File: src/assert_macros.svh
// Assertion macros shared by the calendar date counter RTL.
// Included by every module that carries concurrent assertions.
`ifndef ASSERT_MACROS_SVH
`define ASSERT_MACROS_SVH

`ifndef SYNTHESIS

// Property must hold at every rising clock edge outside reset.
`define CDC_ASSERT(name, clk, rstn, prop, msg) \
  name: assert property (@(posedge clk) disable iff (!rstn) prop) else $error(msg);

// Expression must never be true at a rising clock edge outside reset.
`define CDC_NEVER(name, clk, rstn, expr, msg) \
  name: assert property (@(posedge clk) disable iff (!rstn) !(expr)) else $error(msg);

`else

`define CDC_ASSERT(name, clk, rstn, prop, msg)
`define CDC_NEVER(name, clk, rstn, expr, msg)

`endif

`endif

File: src/caldate_pkg.sv
// Shared types, constants and calendar helper functions for the date counter.
// No dependencies; imported by caldate_evtab and the top level.
`timescale 1ns / 1ps
`default_nettype none

package caldate_pkg;

  localparam int unsigned NUM_EVENTS = 8;
  localparam int unsigned EvAw  = (NUM_EVENTS > 1) ? $clog2(NUM_EVENTS) : 1;
  localparam int unsigned HitW  = 8;
  localparam int unsigned ScanN = (NUM_EVENTS < HitW) ? NUM_EVENTS : HitW;

  localparam logic [13:0] BaseYear = 14'd1754;
  localparam logic [13:0] TopYear  = 14'd9999;

  // Reciprocal constants: x / 100 == (x * 5243) >> 19 for x below 43699,
  // x / 7 == (x * 18725) >> 17 for x below 43690.
  localparam int unsigned Div100Mul = 5243;
  localparam int unsigned Div100Sh  = 19;
  localparam int unsigned Div7Mul   = 18725;
  localparam int unsigned Div7Sh    = 17;

  typedef enum logic [2:0] {
    REQ_SET   = 3'd0,
    REQ_NEXT  = 3'd1,
    REQ_PREV  = 3'd2,
    REQ_WRITE = 3'd3,
    REQ_QUERY = 3'd4
  } req_e;

  typedef enum logic [1:0] {
    STAT_OK       = 2'd0,
    STAT_BAD_DATE = 2'd1,
    STAT_RANGE    = 2'd2
  } status_e;

  typedef struct packed {
    logic signed [5:0] day;
    logic [3:0]        month;
    logic [13:0]       year;
    logic [2:0]        weekday;
  } ev_entry_t;

  localparam int unsigned EntryW = $bits(ev_entry_t);

  typedef struct packed {
    logic [4:0]  day;
    logic [3:0]  month;
    logic [13:0] year;
    logic [2:0]  weekday;
    logic        last;
  } date_t;

  typedef struct packed {
    logic      wr_en;
    logic [2:0] wr_idx;
    logic      wr_valid;
    ev_entry_t wr_entry;
    logic      scan_start;
  } ev_ctl_t;

  function automatic logic [4:0] month_len(input logic [3:0] month, input logic leap);
    logic [4:0] len;
    unique case (month)
      4'd2: begin
        len = leap ? 5'd29 : 5'd28;
      end
      4'd4, 4'd6, 4'd9, 4'd11: begin
        len = 5'd30;
      end
      default: begin
        len = 5'd31;
      end
    endcase
    return len;
  endfunction

  // Days before the first of the month in a common year.
  function automatic logic [8:0] doy_base(input logic [3:0] month);
    logic [8:0] days;
    unique case (month)
      4'd1:    days = 9'd0;
      4'd2:    days = 9'd31;
      4'd3:    days = 9'd59;
      4'd4:    days = 9'd90;
      4'd5:    days = 9'd120;
      4'd6:    days = 9'd151;
      4'd7:    days = 9'd181;
      4'd8:    days = 9'd212;
      4'd9:    days = 9'd243;
      4'd10:   days = 9'd273;
      4'd11:   days = 9'd304;
      4'd12:   days = 9'd334;
      default: days = 9'd0;
    endcase
    return days;
  endfunction

  // Leap rule on a year held as century and year within the century.
  function automatic logic is_leap(input logic [6:0] yic, input logic [6:0] cent);
    return (yic == 7'd0) ? (cent[1:0] == 2'b00) : (yic[1:0] == 2'b00);
  endfunction

endpackage

`default_nettype wire

File: src/caldate_ram.sv
// Generic single-port-write, single-port-read RAM with a registered read.
// No dependencies.
`timescale 1ns / 1ps
`default_nettype none

module caldate_ram #(
  parameter int unsigned Width = 8,
  parameter int unsigned Depth = 8,
  parameter int unsigned AddrW = (Depth > 1) ? $clog2(Depth) : 1
) (
  input  logic             clk_i,
  input  logic             we_i,
  input  logic [AddrW-1:0] waddr_i,
  input  logic [Width-1:0] wdata_i,
  input  logic             re_i,
  input  logic [AddrW-1:0] raddr_i,
  output logic [Width-1:0] rdata_o
);

  logic [Width-1:0] mem_q [Depth];
  logic [Width-1:0] rdata_q;

  always_ff @(posedge clk_i) begin
    if (we_i) begin
      mem_q[waddr_i] <= wdata_i;
    end
    if (re_i) begin
      rdata_q <= mem_q[raddr_i];
    end
  end

  assign rdata_o = rdata_q;

endmodule

`default_nettype wire

File: src/caldate_evtab.sv
// Event pattern table: entries in a RAM, valid bits in flops, and a scan
// that reads one entry per cycle and builds the hit mask. Uses caldate_pkg.
`timescale 1ns / 1ps
`default_nettype none
`include "assert_macros.svh"

module caldate_evtab (
  input  logic                          clk_i,
  input  logic                          rst_ni,
  input  caldate_pkg::ev_ctl_t          ctl_i,
  input  caldate_pkg::date_t            date_i,
  output logic [caldate_pkg::HitW-1:0]  hits_o,
  output logic                          scan_done_o
);
  import caldate_pkg::*;

  localparam logic [EvAw-1:0] LastIdx = EvAw'(ScanN - 1);

  logic [NUM_EVENTS-1:0] valid_q;
  logic                  wr_ok;
  logic [EvAw-1:0]       wr_addr;
  logic                  busy_q;
  logic [EvAw-1:0]       rd_idx_q;
  logic                  cmp_vld_q;
  logic [EvAw-1:0]       cmp_idx_q;
  logic [HitW-1:0]       hits_q;
  logic [HitW-1:0]       hits_d;
  logic [HitW-1:0]       valid_view;
  logic [EntryW-1:0]     rd_data;
  ev_entry_t             ent;
  logic                  day_m;
  logic                  match;

  assign wr_ok   = ctl_i.wr_en && (32'(ctl_i.wr_idx) < NUM_EVENTS);
  assign wr_addr = EvAw'(ctl_i.wr_idx);

  caldate_ram #(
    .Width (EntryW),
    .Depth (NUM_EVENTS)
  ) u_ram (
    .clk_i   (clk_i),
    .we_i    (wr_ok),
    .waddr_i (wr_addr),
    .wdata_i (ctl_i.wr_entry),
    .re_i    (busy_q),
    .raddr_i (rd_idx_q),
    .rdata_o (rd_data)
  );

  assign ent = ev_entry_t'(rd_data);

  // A day pattern of all ones stands for the last day of the month.
  assign day_m = (ent.day == 6'sd0) ||
                 (!ent.day[5] && (ent.day[4:0] == date_i.day)) ||
                 ((ent.day == 6'b111111) && date_i.last);

  assign match = valid_q[cmp_idx_q] && day_m &&
                 ((ent.month == 4'd0) || (ent.month == date_i.month)) &&
                 ((ent.year == 14'd0) || (ent.year == date_i.year)) &&
                 ((ent.weekday == 3'd0) || (ent.weekday == date_i.weekday));

  always_comb begin
    hits_d = hits_q;
    if (ctl_i.scan_start) begin
      hits_d = '0;
    end else if (cmp_vld_q && match) begin
      for (int b = 0; b < ScanN; b++) begin
        if (cmp_idx_q == EvAw'(b)) begin
          hits_d[b] = 1'b1;
        end
      end
    end
  end

  always_comb begin
    valid_view = '0;
    for (int b = 0; b < ScanN; b++) begin
      valid_view[b] = valid_q[b];
    end
  end

  always_ff @(posedge clk_i or negedge rst_ni) begin
    if (!rst_ni) begin
      valid_q   <= '0;
      busy_q    <= 1'b0;
      cmp_vld_q <= 1'b0;
    end else begin
      if (wr_ok) begin
        valid_q[wr_addr] <= ctl_i.wr_valid;
      end
      if (ctl_i.scan_start) begin
        busy_q <= 1'b1;
      end else if (busy_q && (rd_idx_q == LastIdx)) begin
        busy_q <= 1'b0;
      end
      cmp_vld_q <= busy_q;
    end
  end

  always_ff @(posedge clk_i) begin
    if (ctl_i.scan_start) begin
      rd_idx_q <= '0;
    end else if (busy_q && (rd_idx_q != LastIdx)) begin
      rd_idx_q <= rd_idx_q + 1'b1;
    end
    cmp_idx_q <= rd_idx_q;
    hits_q    <= hits_d;
  end

  assign hits_o      = hits_q;
  assign scan_done_o = cmp_vld_q && (cmp_idx_q == LastIdx);

  `CDC_ASSERT(a_no_write_in_scan, clk_i, rst_ni, ctl_i.wr_en |-> (!busy_q && !cmp_vld_q), "table write during scan")
  `CDC_ASSERT(a_hits_only_valid, clk_i, rst_ni, scan_done_o |=> ((hits_q & ~valid_view) == '0), "hit on an invalid entry")

endmodule

`default_nettype wire

File: src/calendar_date_counter_with_event_match.sv
// Top level of the calendar date counter; uses caldate_pkg, caldate_evtab
// and, through it, caldate_ram.
`timescale 1ns / 1ps
`default_nettype none
`include "assert_macros.svh"

// Gregorian date counter (1754-01-01 to 9999-12-31) with an 8-entry event
// pattern table. Requests are taken one at a time; after each, the table RAM
// is scanned one entry per clock and one result transfer is produced. A query,
// day step or table write goes through ST_EXEC, the RAM scan in ST_SCAN and
// ST_OUT before the next request is taken; a date set adds the weekday
// arithmetic of ST_SET1 to ST_SET4 (ST_SET1 and ST_SET2 when it is rejected).
// The finished result sits in an output register, so the next request is
// taken while the previous result still waits. After reset the date is
// Tuesday 1 Jan 1754 and every table entry is invalid.
module calendar_date_counter_with_event_match (
  input  logic                         clk_i,
  input  logic                         rst_ni,
  input  logic                         in_valid_i,
  output logic                         in_stall_o,
  input  logic [2:0]                   req_type_i,
  input  logic signed [5:0]            day_value_i,
  input  logic [3:0]                   month_value_i,
  input  logic [13:0]                  year_value_i,
  input  logic [2:0]                   weekday_value_i,
  input  logic [2:0]                   entry_index_i,
  input  logic                         entry_enable_i,
  output logic                         out_valid_o,
  input  logic                         out_stall_i,
  output logic [1:0]                   status_o,
  output logic [4:0]                   day_out_o,
  output logic [3:0]                   month_out_o,
  output logic [13:0]                  year_out_o,
  output logic [2:0]                   weekday_out_o,
  output logic                         last_of_month_o,
  output logic [caldate_pkg::HitW-1:0] event_hits_o
);
  import caldate_pkg::*;

  localparam logic [2:0] ST_IDLE = 3'd0;
  localparam logic [2:0] ST_EXEC = 3'd1;
  localparam logic [2:0] ST_SET1 = 3'd2;
  localparam logic [2:0] ST_SET2 = 3'd3;
  localparam logic [2:0] ST_SET3 = 3'd4;
  localparam logic [2:0] ST_SET4 = 3'd5;
  localparam logic [2:0] ST_SCAN = 3'd6;
  localparam logic [2:0] ST_OUT  = 3'd7;

  logic [2:0] state_q, state_d;
  logic       in_acc;

  // Request as taken.
  logic [2:0]        req_q;
  logic signed [5:0] dval_q;
  logic [3:0]        mval_q;
  logic [13:0]       yval_q;
  logic [2:0]        wval_q;
  logic [2:0]        idx_q;
  logic              en_q;

  // Current date; the year is also kept split into century and year in century.
  logic [4:0]  cur_day_q, cur_day_d;
  logic [3:0]  cur_month_q, cur_month_d;
  logic [13:0] cur_year_q, cur_year_d;
  logic [2:0]  cur_wday_q, cur_wday_d;
  logic [6:0]  cur_cent_q, cur_cent_d;
  logic [6:0]  cur_yic_q, cur_yic_d;
  logic        cur_leap;
  logic [4:0]  cur_mlen;
  logic        cur_last;
  logic [3:0]  prev_month;

  // Date set arithmetic.
  logic [6:0]  set_c_q, set_c_d;
  logic [6:0]  set_yic_q, set_yic_d;
  logic        set_leap_q, set_leap_d;
  logic [13:0] n_q, n_d;
  logic [10:0] q7_q, q7_d;
  logic [26:0] c_prod;
  logic [13:0] c100;
  logic [13:0] yic_full;
  logic        set_ok;
  logic [15:0] n_sum;
  logic [28:0] q7_prod;
  logic [13:0] q7_times7;
  logic [13:0] wd_rem;

  status_e status_q, status_d;

  ev_ctl_t    ev_ctl;
  date_t      cur_date;
  logic [HitW-1:0] hits;
  logic       scan_done;

  logic       out_load;
  logic       out_valid_q;
  status_e    out_status_q;
  logic [4:0] out_day_q;
  logic [3:0] out_month_q;
  logic [13:0] out_year_q;
  logic [2:0] out_wday_q;
  logic       out_last_q;
  logic [HitW-1:0] out_hits_q;

  assign in_stall_o = (state_q != ST_IDLE);
  assign in_acc     = in_valid_i && !in_stall_o;

  assign cur_leap   = is_leap(cur_yic_q, cur_cent_q);
  assign cur_mlen   = month_len(cur_month_q, cur_leap);
  assign cur_last   = (cur_day_q == cur_mlen);
  assign prev_month = (cur_month_q <= 4'd1) ? 4'd12 : cur_month_q - 4'd1;

  // Century of the requested year by reciprocal multiply.
  assign c_prod   = 27'(yval_q) * 27'(Div100Mul);
  assign c100     = 14'(set_c_q) * 14'd100;
  assign yic_full = yval_q - c100;

  assign set_ok = (mval_q >= 4'd1) && (mval_q <= 4'd12) &&
                  (yval_q >= BaseYear) && (yval_q <= TopYear) &&
                  !dval_q[5] && (dval_q[4:0] != 5'd0) &&
                  (dval_q[4:0] <= month_len(mval_q, set_leap_q));

  // Days since 1 Jan of year 1 modulo 7 give the weekday with Monday as zero;
  // 365 is 1 modulo 7, so each earlier year counts as one day.
  assign n_sum = 16'(yval_q) - 16'd1 + 16'(yval_q[13:2]) - 16'(set_c_q) +
                 16'(set_c_q[6:2]) - 16'(set_leap_q) + 16'(doy_base(mval_q)) +
                 16'(set_leap_q && (mval_q > 4'd2)) + 16'(dval_q[4:0]) - 16'd1;

  assign q7_prod   = 29'(n_q) * 29'(Div7Mul);
  assign q7_times7 = 14'(q7_q) * 14'd7;
  assign wd_rem    = n_q - q7_times7;

  always_comb begin
    state_d     = state_q;
    status_d    = status_q;
    cur_day_d   = cur_day_q;
    cur_month_d = cur_month_q;
    cur_year_d  = cur_year_q;
    cur_wday_d  = cur_wday_q;
    cur_cent_d  = cur_cent_q;
    cur_yic_d   = cur_yic_q;
    set_c_d     = set_c_q;
    set_yic_d   = set_yic_q;
    set_leap_d  = set_leap_q;
    n_d         = n_q;
    q7_d        = q7_q;
    out_load    = 1'b0;

    ev_ctl                  = '0;
    ev_ctl.wr_idx           = idx_q;
    ev_ctl.wr_valid         = en_q;
    ev_ctl.wr_entry.day     = dval_q;
    ev_ctl.wr_entry.month   = mval_q;
    ev_ctl.wr_entry.year    = yval_q;
    ev_ctl.wr_entry.weekday = wval_q;

    unique case (state_q)
      ST_IDLE: begin
        if (in_acc) begin
          state_d = ST_EXEC;
        end
      end
      ST_EXEC: begin
        status_d = STAT_OK;
        state_d  = ST_SCAN;
        ev_ctl.scan_start = 1'b1;
        unique case (req_q)
          REQ_SET: begin
            set_c_d = 7'(c_prod >> Div100Sh);
            state_d = ST_SET1;
            ev_ctl.scan_start = 1'b0;
          end
          REQ_NEXT: begin
            if ((cur_day_q == 5'd31) && (cur_month_q == 4'd12) &&
                (cur_year_q >= TopYear)) begin
              status_d = STAT_RANGE;
            end else begin
              if (cur_day_q >= cur_mlen) begin
                cur_day_d = 5'd1;
                if (cur_month_q >= 4'd12) begin
                  cur_month_d = 4'd1;
                  cur_year_d  = cur_year_q + 14'd1;
                  if (cur_yic_q == 7'd99) begin
                    cur_yic_d  = 7'd0;
                    cur_cent_d = cur_cent_q + 7'd1;
                  end else begin
                    cur_yic_d = cur_yic_q + 7'd1;
                  end
                end else begin
                  cur_month_d = cur_month_q + 4'd1;
                end
              end else begin
                cur_day_d = cur_day_q + 5'd1;
              end
              cur_wday_d = (cur_wday_q >= 3'd7) ? 3'd1 : cur_wday_q + 3'd1;
            end
          end
          REQ_PREV: begin
            if ((cur_day_q == 5'd1) && (cur_month_q == 4'd1) &&
                (cur_year_q <= BaseYear)) begin
              status_d = STAT_RANGE;
            end else begin
              if (cur_day_q <= 5'd1) begin
                cur_month_d = prev_month;
                // December is 31 days in any year, so the old year's leap flag
                // serves for the new month's length.
                cur_day_d   = month_len(prev_month, cur_leap);
                if (cur_month_q <= 4'd1) begin
                  cur_year_d = cur_year_q - 14'd1;
                  if (cur_yic_q == 7'd0) begin
                    cur_yic_d  = 7'd99;
                    cur_cent_d = cur_cent_q - 7'd1;
                  end else begin
                    cur_yic_d = cur_yic_q - 7'd1;
                  end
                end
              end else begin
                cur_day_d = cur_day_q - 5'd1;
              end
              cur_wday_d = (cur_wday_q <= 3'd1) ? 3'd7 : cur_wday_q - 3'd1;
            end
          end
          REQ_WRITE: begin
            ev_ctl.wr_en = 1'b1;
          end
          default: begin
          end
        endcase
      end
      ST_SET1: begin
        set_yic_d  = yic_full[6:0];
        set_leap_d = is_leap(yic_full[6:0], set_c_q);
        state_d    = ST_SET2;
      end
      ST_SET2: begin
        if (set_ok) begin
          n_d     = n_sum[13:0];
          state_d = ST_SET3;
        end else begin
          status_d = STAT_BAD_DATE;
          ev_ctl.scan_start = 1'b1;
          state_d  = ST_SCAN;
        end
      end
      ST_SET3: begin
        q7_d    = 11'(q7_prod >> Div7Sh);
        state_d = ST_SET4;
      end
      ST_SET4: begin
        cur_day_d   = dval_q[4:0];
        cur_month_d = mval_q;
        cur_year_d  = yval_q;
        cur_cent_d  = set_c_q;
        cur_yic_d   = set_yic_q;
        cur_wday_d  = wd_rem[2:0] + 3'd1;
        ev_ctl.scan_start = 1'b1;
        state_d     = ST_SCAN;
      end
      ST_SCAN: begin
        if (scan_done) begin
          state_d = ST_OUT;
        end
      end
      ST_OUT: begin
        if (!out_valid_q || !out_stall_i) begin
          out_load = 1'b1;
          state_d  = ST_IDLE;
        end
      end
      default: begin
        state_d = ST_IDLE;
      end
    endcase
  end

  assign cur_date.day     = cur_day_q;
  assign cur_date.month   = cur_month_q;
  assign cur_date.year    = cur_year_q;
  assign cur_date.weekday = cur_wday_q;
  assign cur_date.last    = cur_last;

  caldate_evtab u_evtab (
    .clk_i       (clk_i),
    .rst_ni      (rst_ni),
    .ctl_i       (ev_ctl),
    .date_i      (cur_date),
    .hits_o      (hits),
    .scan_done_o (scan_done)
  );

  always_ff @(posedge clk_i or negedge rst_ni) begin
    if (!rst_ni) begin
      state_q     <= ST_IDLE;
      status_q    <= STAT_OK;
      cur_day_q   <= 5'd1;
      cur_month_q <= 4'd1;
      cur_year_q  <= BaseYear;
      cur_wday_q  <= 3'd2;
      cur_cent_q  <= 7'd17;
      cur_yic_q   <= 7'd54;
      out_valid_q <= 1'b0;
    end else begin
      state_q     <= state_d;
      status_q    <= status_d;
      cur_day_q   <= cur_day_d;
      cur_month_q <= cur_month_d;
      cur_year_q  <= cur_year_d;
      cur_wday_q  <= cur_wday_d;
      cur_cent_q  <= cur_cent_d;
      cur_yic_q   <= cur_yic_d;
      if (out_load) begin
        out_valid_q <= 1'b1;
      end else if (!out_stall_i) begin
        out_valid_q <= 1'b0;
      end
    end
  end

  always_ff @(posedge clk_i) begin
    if (in_acc) begin
      req_q  <= req_type_i;
      dval_q <= day_value_i;
      mval_q <= month_value_i;
      yval_q <= year_value_i;
      wval_q <= weekday_value_i;
      idx_q  <= entry_index_i;
      en_q   <= entry_enable_i;
    end
    set_c_q    <= set_c_d;
    set_yic_q  <= set_yic_d;
    set_leap_q <= set_leap_d;
    n_q        <= n_d;
    q7_q       <= q7_d;
    if (out_load) begin
      out_status_q <= status_q;
      out_day_q    <= cur_day_q;
      out_month_q  <= cur_month_q;
      out_year_q   <= cur_year_q;
      out_wday_q   <= cur_wday_q;
      out_last_q   <= cur_last;
      out_hits_q   <= hits;
    end
  end

  assign out_valid_o     = out_valid_q;
  assign status_o        = out_status_q;
  assign day_out_o       = out_day_q;
  assign month_out_o     = out_month_q;
  assign year_out_o      = out_year_q;
  assign weekday_out_o   = out_wday_q;
  assign last_of_month_o = out_last_q;
  assign event_hits_o    = out_hits_q;

  `CDC_ASSERT(a_year_split, clk_i, rst_ni, ((14'(cur_cent_q) * 14'd100 + 14'(cur_yic_q)) == cur_year_q), "year split out of step")
  `CDC_ASSERT(a_day_in_month, clk_i, rst_ni, ((cur_day_q != 5'd0) && (cur_day_q <= cur_mlen)), "day outside its month")
  `CDC_NEVER(a_year_range, clk_i, rst_ni, ((cur_year_q < BaseYear) || (cur_year_q > TopYear)), "year out of range")
  `CDC_ASSERT(a_out_from_seq, clk_i, rst_ni, $rose(out_valid_q) |-> ($past(state_q) == ST_OUT), "result shown outside output step")

endmodule

`default_nettype wire
File: config.mk
export PLATFORM = sky130hd
export DESIGN_NAME = calendar_date_counter_with_event_match
export DESIGN_NICKNAME = d
export VERILOG_FILES = /design/src/caldate_pkg.sv /design/src/caldate_ram.sv /design/src/caldate_evtab.sv /design/src/calendar_date_counter_with_event_match.sv
export VERILOG_INCLUDE_DIRS = /design/src /design/src/src
export SDC_FILE = /design/constraint.sdc
export NUM_CORES = 1
export LEC_CHECK = 0
export ABC_AREA = 1
export CAP_MARGIN = 20
export CORE_MARGIN = 8
export CORE_UTILIZATION = 50
export DETAILED_ROUTE_END_ITERATION = 10
export DONT_BUFFER_PORTS = 1
export SYNTH_ARGS = -nofsm -noshare
export SYNTH_HDL_FRONTEND = slang
export SYNTH_SLANG_ARGS = --single-unit
File: constraint.sdc
create_clock -name clk_i -period 11.15 [get_ports clk_i]
set_input_delay 0.5575 -clock clk_i [delete_from_list [all_inputs] [get_ports clk_i]]
set_output_delay 0.5575 -clock clk_i [all_outputs]
set_load 0.005 [all_outputs]
==> impl_metrics.csv, run 1 <==
group,metric,value,unit
timing,fin_crit,5.13,ns
detailed_routing,drt_wl_total,66900,µm
setup_path,arrival,5.47,ns
finish,n_fill_cell,4540,
placement,gp_congestion,0.875,
placement,dp_hpwl,47800,µm
clock_tree,clk_pin_slew,0.06,ns
global_route,grt_max_degree,81,
timing,finalMaxSlewViolations,0,
setup_path,worst_path_max_delay_cell,"edfxtp_1",
clock_tree,cts_tree,"built",
timing,worstMarginPinSlew,0.965,ns
setup_path,r2r-end,"set_c_q[5]",
hold_path,min_delay_worst_endpoint,"yval_q[8]",
pwr,ir_worst_vdd,0.000130,V
clock_tree,postCtsSetupRepairBufs,0,
floorplanning,die_w,245,µm
timing,clock.fmax,0.195,GHz
status,outcome,"complete, no violations",
setup_path,critPathKind,"flip-flop to flip-flop",
hold_path,min_delay_path_depth,0,
synthesis,postSynthRegisterBits,420,
global_route,grt_usage,22.2,%
setup_path,worstPathRequired,11.50,ns
pwr,leakage,12.3,nW
setup_path,r2r_setup_slack,6.02,ns
synthesis,synth_compound_area_share,8.55,%
floorplanning,rows,84,
timing,relSlewSlack,35.6,%
setup_path,end_kind,"flip-flop",
placement,portBuffers,0,
setup_path,critPathTopFamily,"adder cells",
setup_path,cpMostUsedCell,"fa_1",
floorplanning,fp.dieH,245,µm
synthesis,async_reset_ff_share,12.1,%
global_route,grt_pass1_vias,18000,
placement,dpl_worst_slack,6.07,ns
synthesis,yosys_warnings,0,
clock_tree,cts.path.max_buffers,3,
synthesis,ys_types,60,
synthesis,synth-simple-area-share,14.9,%
global_route,grt_pass1_wl,104000,µm
synthesis,syn_inst,2616,
setup_path,reg2reg_depth,15,
setup_path,worst-path-max-fanout,17,
floorplanning,core_area,52200,µm²
timing,tns,0,ns
timing,hold_viol_final,0,
finish,area_growth,9.17,%
floorplanning,start_util,50.3,%
timing,fin_ws,6.02,ns
global_route,antenna_found_initial,9,
clock_tree,insertion_delay,0.60,ns
pwr,powerDensity,115,nW/µm²
pwr,fin_total_pwr,3.29,mW
synthesis,syn-num-nets,3031,
synthesis,synth_ff_type,"edfxtp_1",
clock_tree,clkSinkCount,420,
floorplanning,die_area,60200,µm²
synthesis,synth-edff-count,346,
timing,finalCritPeriodShare,46.0,%
floorplanning,num_io_pins,77,
synthesis,synth_mux_area_share,0.0762,%
clock_tree,clk_root_buffer_cell,"clkbuf_16",
detailed_routing,drt_iter0_drc,1279,
detailed_routing,viasPerCell,5.45,
setup_path,slowest_delay,0.89,ns
timing,setup_viol,0,
synthesis,synth_area,26300,µm²
hold_path,min_from,"year_value_i[8]",
clock_tree,cts-buffers-inserted,47,
setup_path,worst_setup_path_start_kind,"flip-flop",
detailed_routing,wire_per_inst,19.9,µm
detailed_routing,post-route-drc-count,0,
finish,drive_above_1_share,7.21,%
synthesis,synth_xor_area_share,2.43,%
run,drv_cap,0,
finish,fin_nets,3041,
synthesis,synth_top_area_share,39.5,%
synthesis,yosys.area.top_type,"edfxtp_1",
synthesis,syn_area_per_cell,10.0,µm²
synthesis,ys_top_cells_by_area,"edfxtp_1 (40%), ha_1 (12%), fa_1 (9.0%), nand2_1 (5.2%), inv_1 (5.1%)",
timing,rsz0062_at_grt,"no",
detailed_routing,dr.pass1.iters,5,
setup_path,cp_cell_sequence,"inv_1 > ha_1 > fa_1 > fa_1 > fa_1 > inv_1 > fa_1 > inv_1 > ha_1 > a21oi_1 > o21ai_0 > o21ai_0 > nand3_1 > nand2_1 > nand2_1",
setup_path,critPathBufInv,3,
detailed_routing,routed-via-count,18300,
global_route,globalRouteOverflowTotal,0,
clock_tree,htreeDepth,2,
synthesis,synth_top_family_by_area,"adder cells",
detailed_routing,route.antenna.remaining_nets,0,
hold_path,hold_path.class,"primary input to flip-flop",
synthesis,ys_seq_area_share,46.2,%
timing,skew,0.0261,ns
setup_path,rr_startpoint,"yval_q[10]",
synthesis,synth_fa_ha_area_share,21.3,%
==> kinds of logic (layout without fill, tap and decap cells) <==
| logic type | count (synthesis) | count (layout) |
|---|---|---|
| muxes | 2 | 2 |
| xor gates and xnor gates | 73 | 73 |
| buffers and inverters | 438 | 485 |
| DFF | 420 | 420 |
| adders and majority gates | 377 | 377 |
| and+or+nand+nor | 910 | 910 |
| other | 0 | 5 |
| AOI/OAI and AO/OA | 396 | 396 |
==> per-stage QoR <==
step	instances	hold WS (ns)	cell area [µm²]	util (%)
floorplan	2616	0.262	26300	-
global placement	3262	0.265	27000	51.7
detailed placement	3262	0.265	27000	51.7
CTS	3350	0.0261	28700	54.9
global route	3351	0.0360	28700	54.9
finish	3356	0.0491	28700	54.9
==> area by class of cell <==
cell class / count / area [µm²] / area share, %
clock buffers: 59 / 1250 / 4.36
well taps: 688 / 861 / 3.00
diodes: 5 / 12.5 / 0.0436
repair buffers: 25 / 223 / 0.776
multi-input cells: 1758 / 12400 / 43.3
flip-flops and latches: 420 / 12200 / 42.3
inverters: 374 / 1410 / 4.91
clock inverters: 27 / 355 / 1.24
==> what timing repair did <==
action,CTS,global route
hold buffers,2,0
endpoints found under the hold margin,51,0
setup endpoints to repair,0,0
resized for setup,0,0
==> worst max-delay path by stage <==
stage | startpoint | endpoint | slack [ns] | cells after the start
global route | yval_q[11] | set_c_q[6] | 5.75 | 16
global placement | yval_q[10] | set_c_q[5] | 6.11 | 15
detailed placement | yval_q[10] | set_c_q[5] | 6.07 | 15
CTS | yval_q[10] | set_c_q[5] | 6.06 | 15
finish | yval_q[10] | set_c_q[5] | 6.02 | 15
floorplan | yval_q[11] | set_c_q[6] | 6.66 | 16
==> cell usage after synthesis, drive strengths merged (20+ instances only) <==
library cell / instances
nand2: 377
inv: 372
edfxtp: 346
nor2: 337
ha: 259
o21ai: 209
fa: 118
nand3: 115
a21oi: 85
xor2: 43
nand4: 40
clkbuf: 37
dfrtp: 36
o22ai: 33
a31oi: 31
xnor2: 30
buf: 27
dfxtp: 23
nor3: 20
==> metal layers <==
layer / global-route usage, % / up-vias / wire [µm]
met3: 3.68 / 90 / 3760
li1: - / 8842 / -
met4: 5.43 / 8 / 1360
met2: 35.6 / 487 / 31000
met5: 0 / - / 46
met1: 31.4 / 8873 / 30700
==> flip-flops by register name, indices dropped and copies added (netlist names), 14 cells and up, named ones only <==
register / count
year_out_o: 14
n_q: 14
yval_q: 14
u_evtab.u_ram.mem_q: 216
u_evtab.u_ram.rdata_o: 27
cur_year_q: 14
==> report_power, final <==
group | switching [mW] | internal [mW] | leakage (nW) | total, mW
logic | 0.00444 | 0.00128 | 7.68 | 0.00573
clock network | 0.645 | 0.964 | 0.783 | 1.61
registers | 0.0000000000000000130 | 1.68 | 3.86 | 1.68
total | 0.650 | 2.64 | 12.3 | 3.29
==> cell usage in the layout, fill, tap and decap left out, types with 14 or more instances in the layout <==
cell and n:
a21oi_1 78, nand4_1 40, nor2_2 14, a31oi_1 31
xor2_1 43, xnor2_1 30, nor2_1 319, ha_1 259
dfrtp_1 36, edfxtp_1 346, nand3_1 109, dfstp_2 15
inv_1 360, fa_1 118, nor3_1 18, o22ai_1 33
buf_4 22, dfxtp_1 21, o21ai_0 192, nand2_1 364
clkbuf_16 48
No activity file was read; power rests on OpenSTA's default activity.
==> run 2, diff against run 1 <==
==> constraint.sdc (replaced) <==
create_clock -name clk_i -period 4.9 [get_ports clk_i]
set_input_delay 0.245 -clock clk_i [delete_from_list [all_inputs] [get_ports clk_i]]
set_output_delay 0.245 -clock clk_i [all_outputs]
set_load 0.005 [all_outputs]
==> run 2 against run 1 <==
Net effect: final cell count increased by 2.2%; clock power increased by 120%; wire length increased by 2.7%; final area increased by 2.1%; sequential power increased by 130%; critical path depth increased by 1; total power increased by 120%.
==> impl_metrics.csv, run 2 (synthesis gave the netlist of run 1 again) <==
group,metric,value,unit
status,outcome,"complete, no violations",
finish,area_growth,11.4,%
timing,tns,0,ns
detailed_routing,post-route-drc-count,0,
clock_tree,cts-buffers-inserted,47,
finish,drive_above_1_share,8.44,%
clock_tree,htreeDepth,2,
floorplanning,rows,84,
finish,n_fill_cell,4487,
pwr,seq_power_share,51.9,%
finish,post-route-util,56.1,%
detailed_routing,wire_per_inst,20.0,µm
detailed_routing,route.antenna.remaining_nets,0,
floorplanning,die_w,245,µm
finish,final_common_cell,"nand2_1",
global_route,grt_pass1_vias,18600,
setup_path,arrival,4.94,ns
timing,relSlewSlack,45.4,%
placement,gp_congestion,0.882,
floorplanning,num_io_pins,77,
placement,portBuffers,0,
global_route,grt_pass1_wl,107000,µm
global_route,antenna_found_initial,7,
timing,fin_ws,0.307,ns
detailed_routing,drt_iter0_drc,1509,
setup_path,worst-path-max-fanout,10,
timing,finalMaxSlewViolations,0,
pwr,powerDensity,251,nW/µm²
floorplanning,start_util,50.3,%
floorplanning,fp.dieH,245,µm
setup_path,slowest_delay,0.54,ns
pwr,p_int,5.87,mW
pwr,comb_power_share,0.5,%
pwr,p_sw,1.48,mW
pwr,ir_worst_vdd,0.000301,V
timing,clock.fmax,0.218,GHz
run,drv_cap,0,
pwr,clkPwrFrac,47.6,%
clock_tree,insertion_delay,0.59,ns
finish,final_cell_count_no_fill,3429,
detailed_routing,drt_wl_total,68700,µm
setup_path,worst_path_max_delay_cell,"fa_1",
setup_path,critPathKind,"flip-flop to flip-flop",
timing,rsz0062_at_grt,"no",
detailed_routing,routed-via-count,18800,
timing,hold_viol_final,0,
clock_tree,cts_tree,"built",
finish,regArea,12200,µm²
finish,largest_reg_flops,216,
finish,regMostFlops,"u_evtab.u_ram.mem_q",
placement,dpl_worst_slack,0.234,ns
finish,multi_input_area,12400,µm²
clock_tree,cts.path.max_buffers,3,
setup_path,cpMostUsedCell,"fa_1",
setup_path,critPathBufInv,3,
placement,dp_hpwl,49800,µm
pwr,swShare,20.1,%
clock_tree,clk_pin_slew,0.06,ns
timing,worstMarginPinSlew,0.819,ns
setup_path,worstPathRequired,5.24,ns
clock_tree,clk_root_buffer_cell,"clkbuf_16",
setup_path,critPathTopFamily,"adder cells",
timing,skew,0.0226,ns
finish,fin_nets,3116,
timing,finalCritPeriodShare,93.7,%
clock_tree,clkSinkCount,420,
detailed_routing,viasPerCell,5.48,
pwr,leakage,12.6,nW
timing,setup_viol,0,
global_route,globalRouteOverflowTotal,0,
setup_path,end_kind,"flip-flop",
hold_path,hold_path.class,"primary input to flip-flop",
floorplanning,core_area,52200,µm²
setup_path,worst_setup_path_start_kind,"flip-flop",
finish,final_cell_mix,"nand2_1 (364), inv_1 (360), edfxtp_1 (346)",
placement,placed_cells,3297,
timing,fin_crit,4.59,ns
global_route,grt_usage,22.8,%
detailed_routing,dr.pass1.iters,5,
global_route,grt_max_degree,69,
setup_path,cp_cell_sequence,"buf_4 > ha_1 > fa_1 > fa_1 > inv_1 > fa_1 > fa_1 > inv_1 > ha_1 > a21o_1 > nor2_1 > nor2_1 > o21ai_0 > nand3_1 > nand2_1 > nand2_1",
floorplanning,die_area,60200,µm²
[run 2: cell count changes in the layout (fill, tap and decap cells not counted), moves of 3 or more]
cell / previous run / this run
buf_4: 22 / 60
bufinv_16: 7 / 4
clkinv_1: 5 / 8
dlygate4sd3_1: 1 / 36
inv_6: 0 / 3
[run 2: power groups by stage]
stage | Combinational [mW] | Sequential [mW] | Clock (mW)
after floorplan | 0.000318 | 3.89 | 0
after global placement | 0.000519 | 3.89 | 0
after detailed placement | 0.000521 | 3.89 | 0
after CTS | 0.0388 | 3.82 | 3.58
after global routing | 0.0415 | 3.82 | 3.71
final | 0.0384 | 3.82 | 3.50
[run 2: area by class of cell]
type | count | share of cell area (%)
flip-flops and latches | 420 | 41.5
clock buffers | 58 | 4.26
well taps | 688 | 2.94
multi-input cells | 1758 | 42.5
inverters | 374 | 4.81
repair buffers | 100 | 3.04
diodes | 3 | 0.0256
clock inverters | 28 | 0.965
[run 2: worst register-to-register path, cell delays in order, from the launching register on]
cell      delay (ns)
edfxtp_1        0.50
buf_4           0.23
ha_1            0.33
fa_1            0.49
fa_1            0.53
inv_1           0.05
fa_1            0.48
fa_1            0.54
inv_1           0.04
ha_1            0.31
a21o_1          0.19
nor2_1          0.20
nor2_1          0.06
o21ai_0         0.20
nand3_1         0.10
nand2_1         0.07
nand2_1         0.04
[run 2: stage by stage]
step | hold WS (ns) | power, mW | instance area (µm²)
2_1_floorplan | -0.0506 | 3.89 | 26300
3_3_place_gp | -0.0469 | 3.89 | 27300
3_5_place_dp | -0.0470 | 3.89 | 27300
4_1_cts | 0.0113 | 7.43 | 29200
5_1_grt | 0.0647 | 7.56 | 29300
6_report | 0.0419 | 7.35 | 29300
[run 2: worst paths after layout]
check	start	end	slack, ns	cells after the start
min	in_valid_i	state_q[0]	0.04	3
min in group asynchronous	rst_ni	cur_year_q[2]	0.26	2
max reg2reg	yval_q[10]	set_c_q[5]	0.31	16
max	yval_q[10]	set_c_q[5]	0.31	16
max in group asynchronous	rst_ni	cur_wday_q[1]	4.34	2
min reg2reg	u_evtab.rd_idx_q[2]	u_evtab.cmp_idx_q[2]	0.39	0
[run 2: what timing repair did]
action	CTS	global route
hold buffers	37	0
setup buffers	0	4
gates resized for setup	0	1
setup endpoints to repair	0	2
endpoints found under the hold margin	89	0
[run 2: routing by layer]
layer	part of all wire (%)	global-route usage (%)	up-vias
li1	-	-	8986
met2	46	35.7	499
met3	5.9	4.53	97
met4	2.4	6.43	4
met1	46	32.1	9203
met5	0.038	0	-
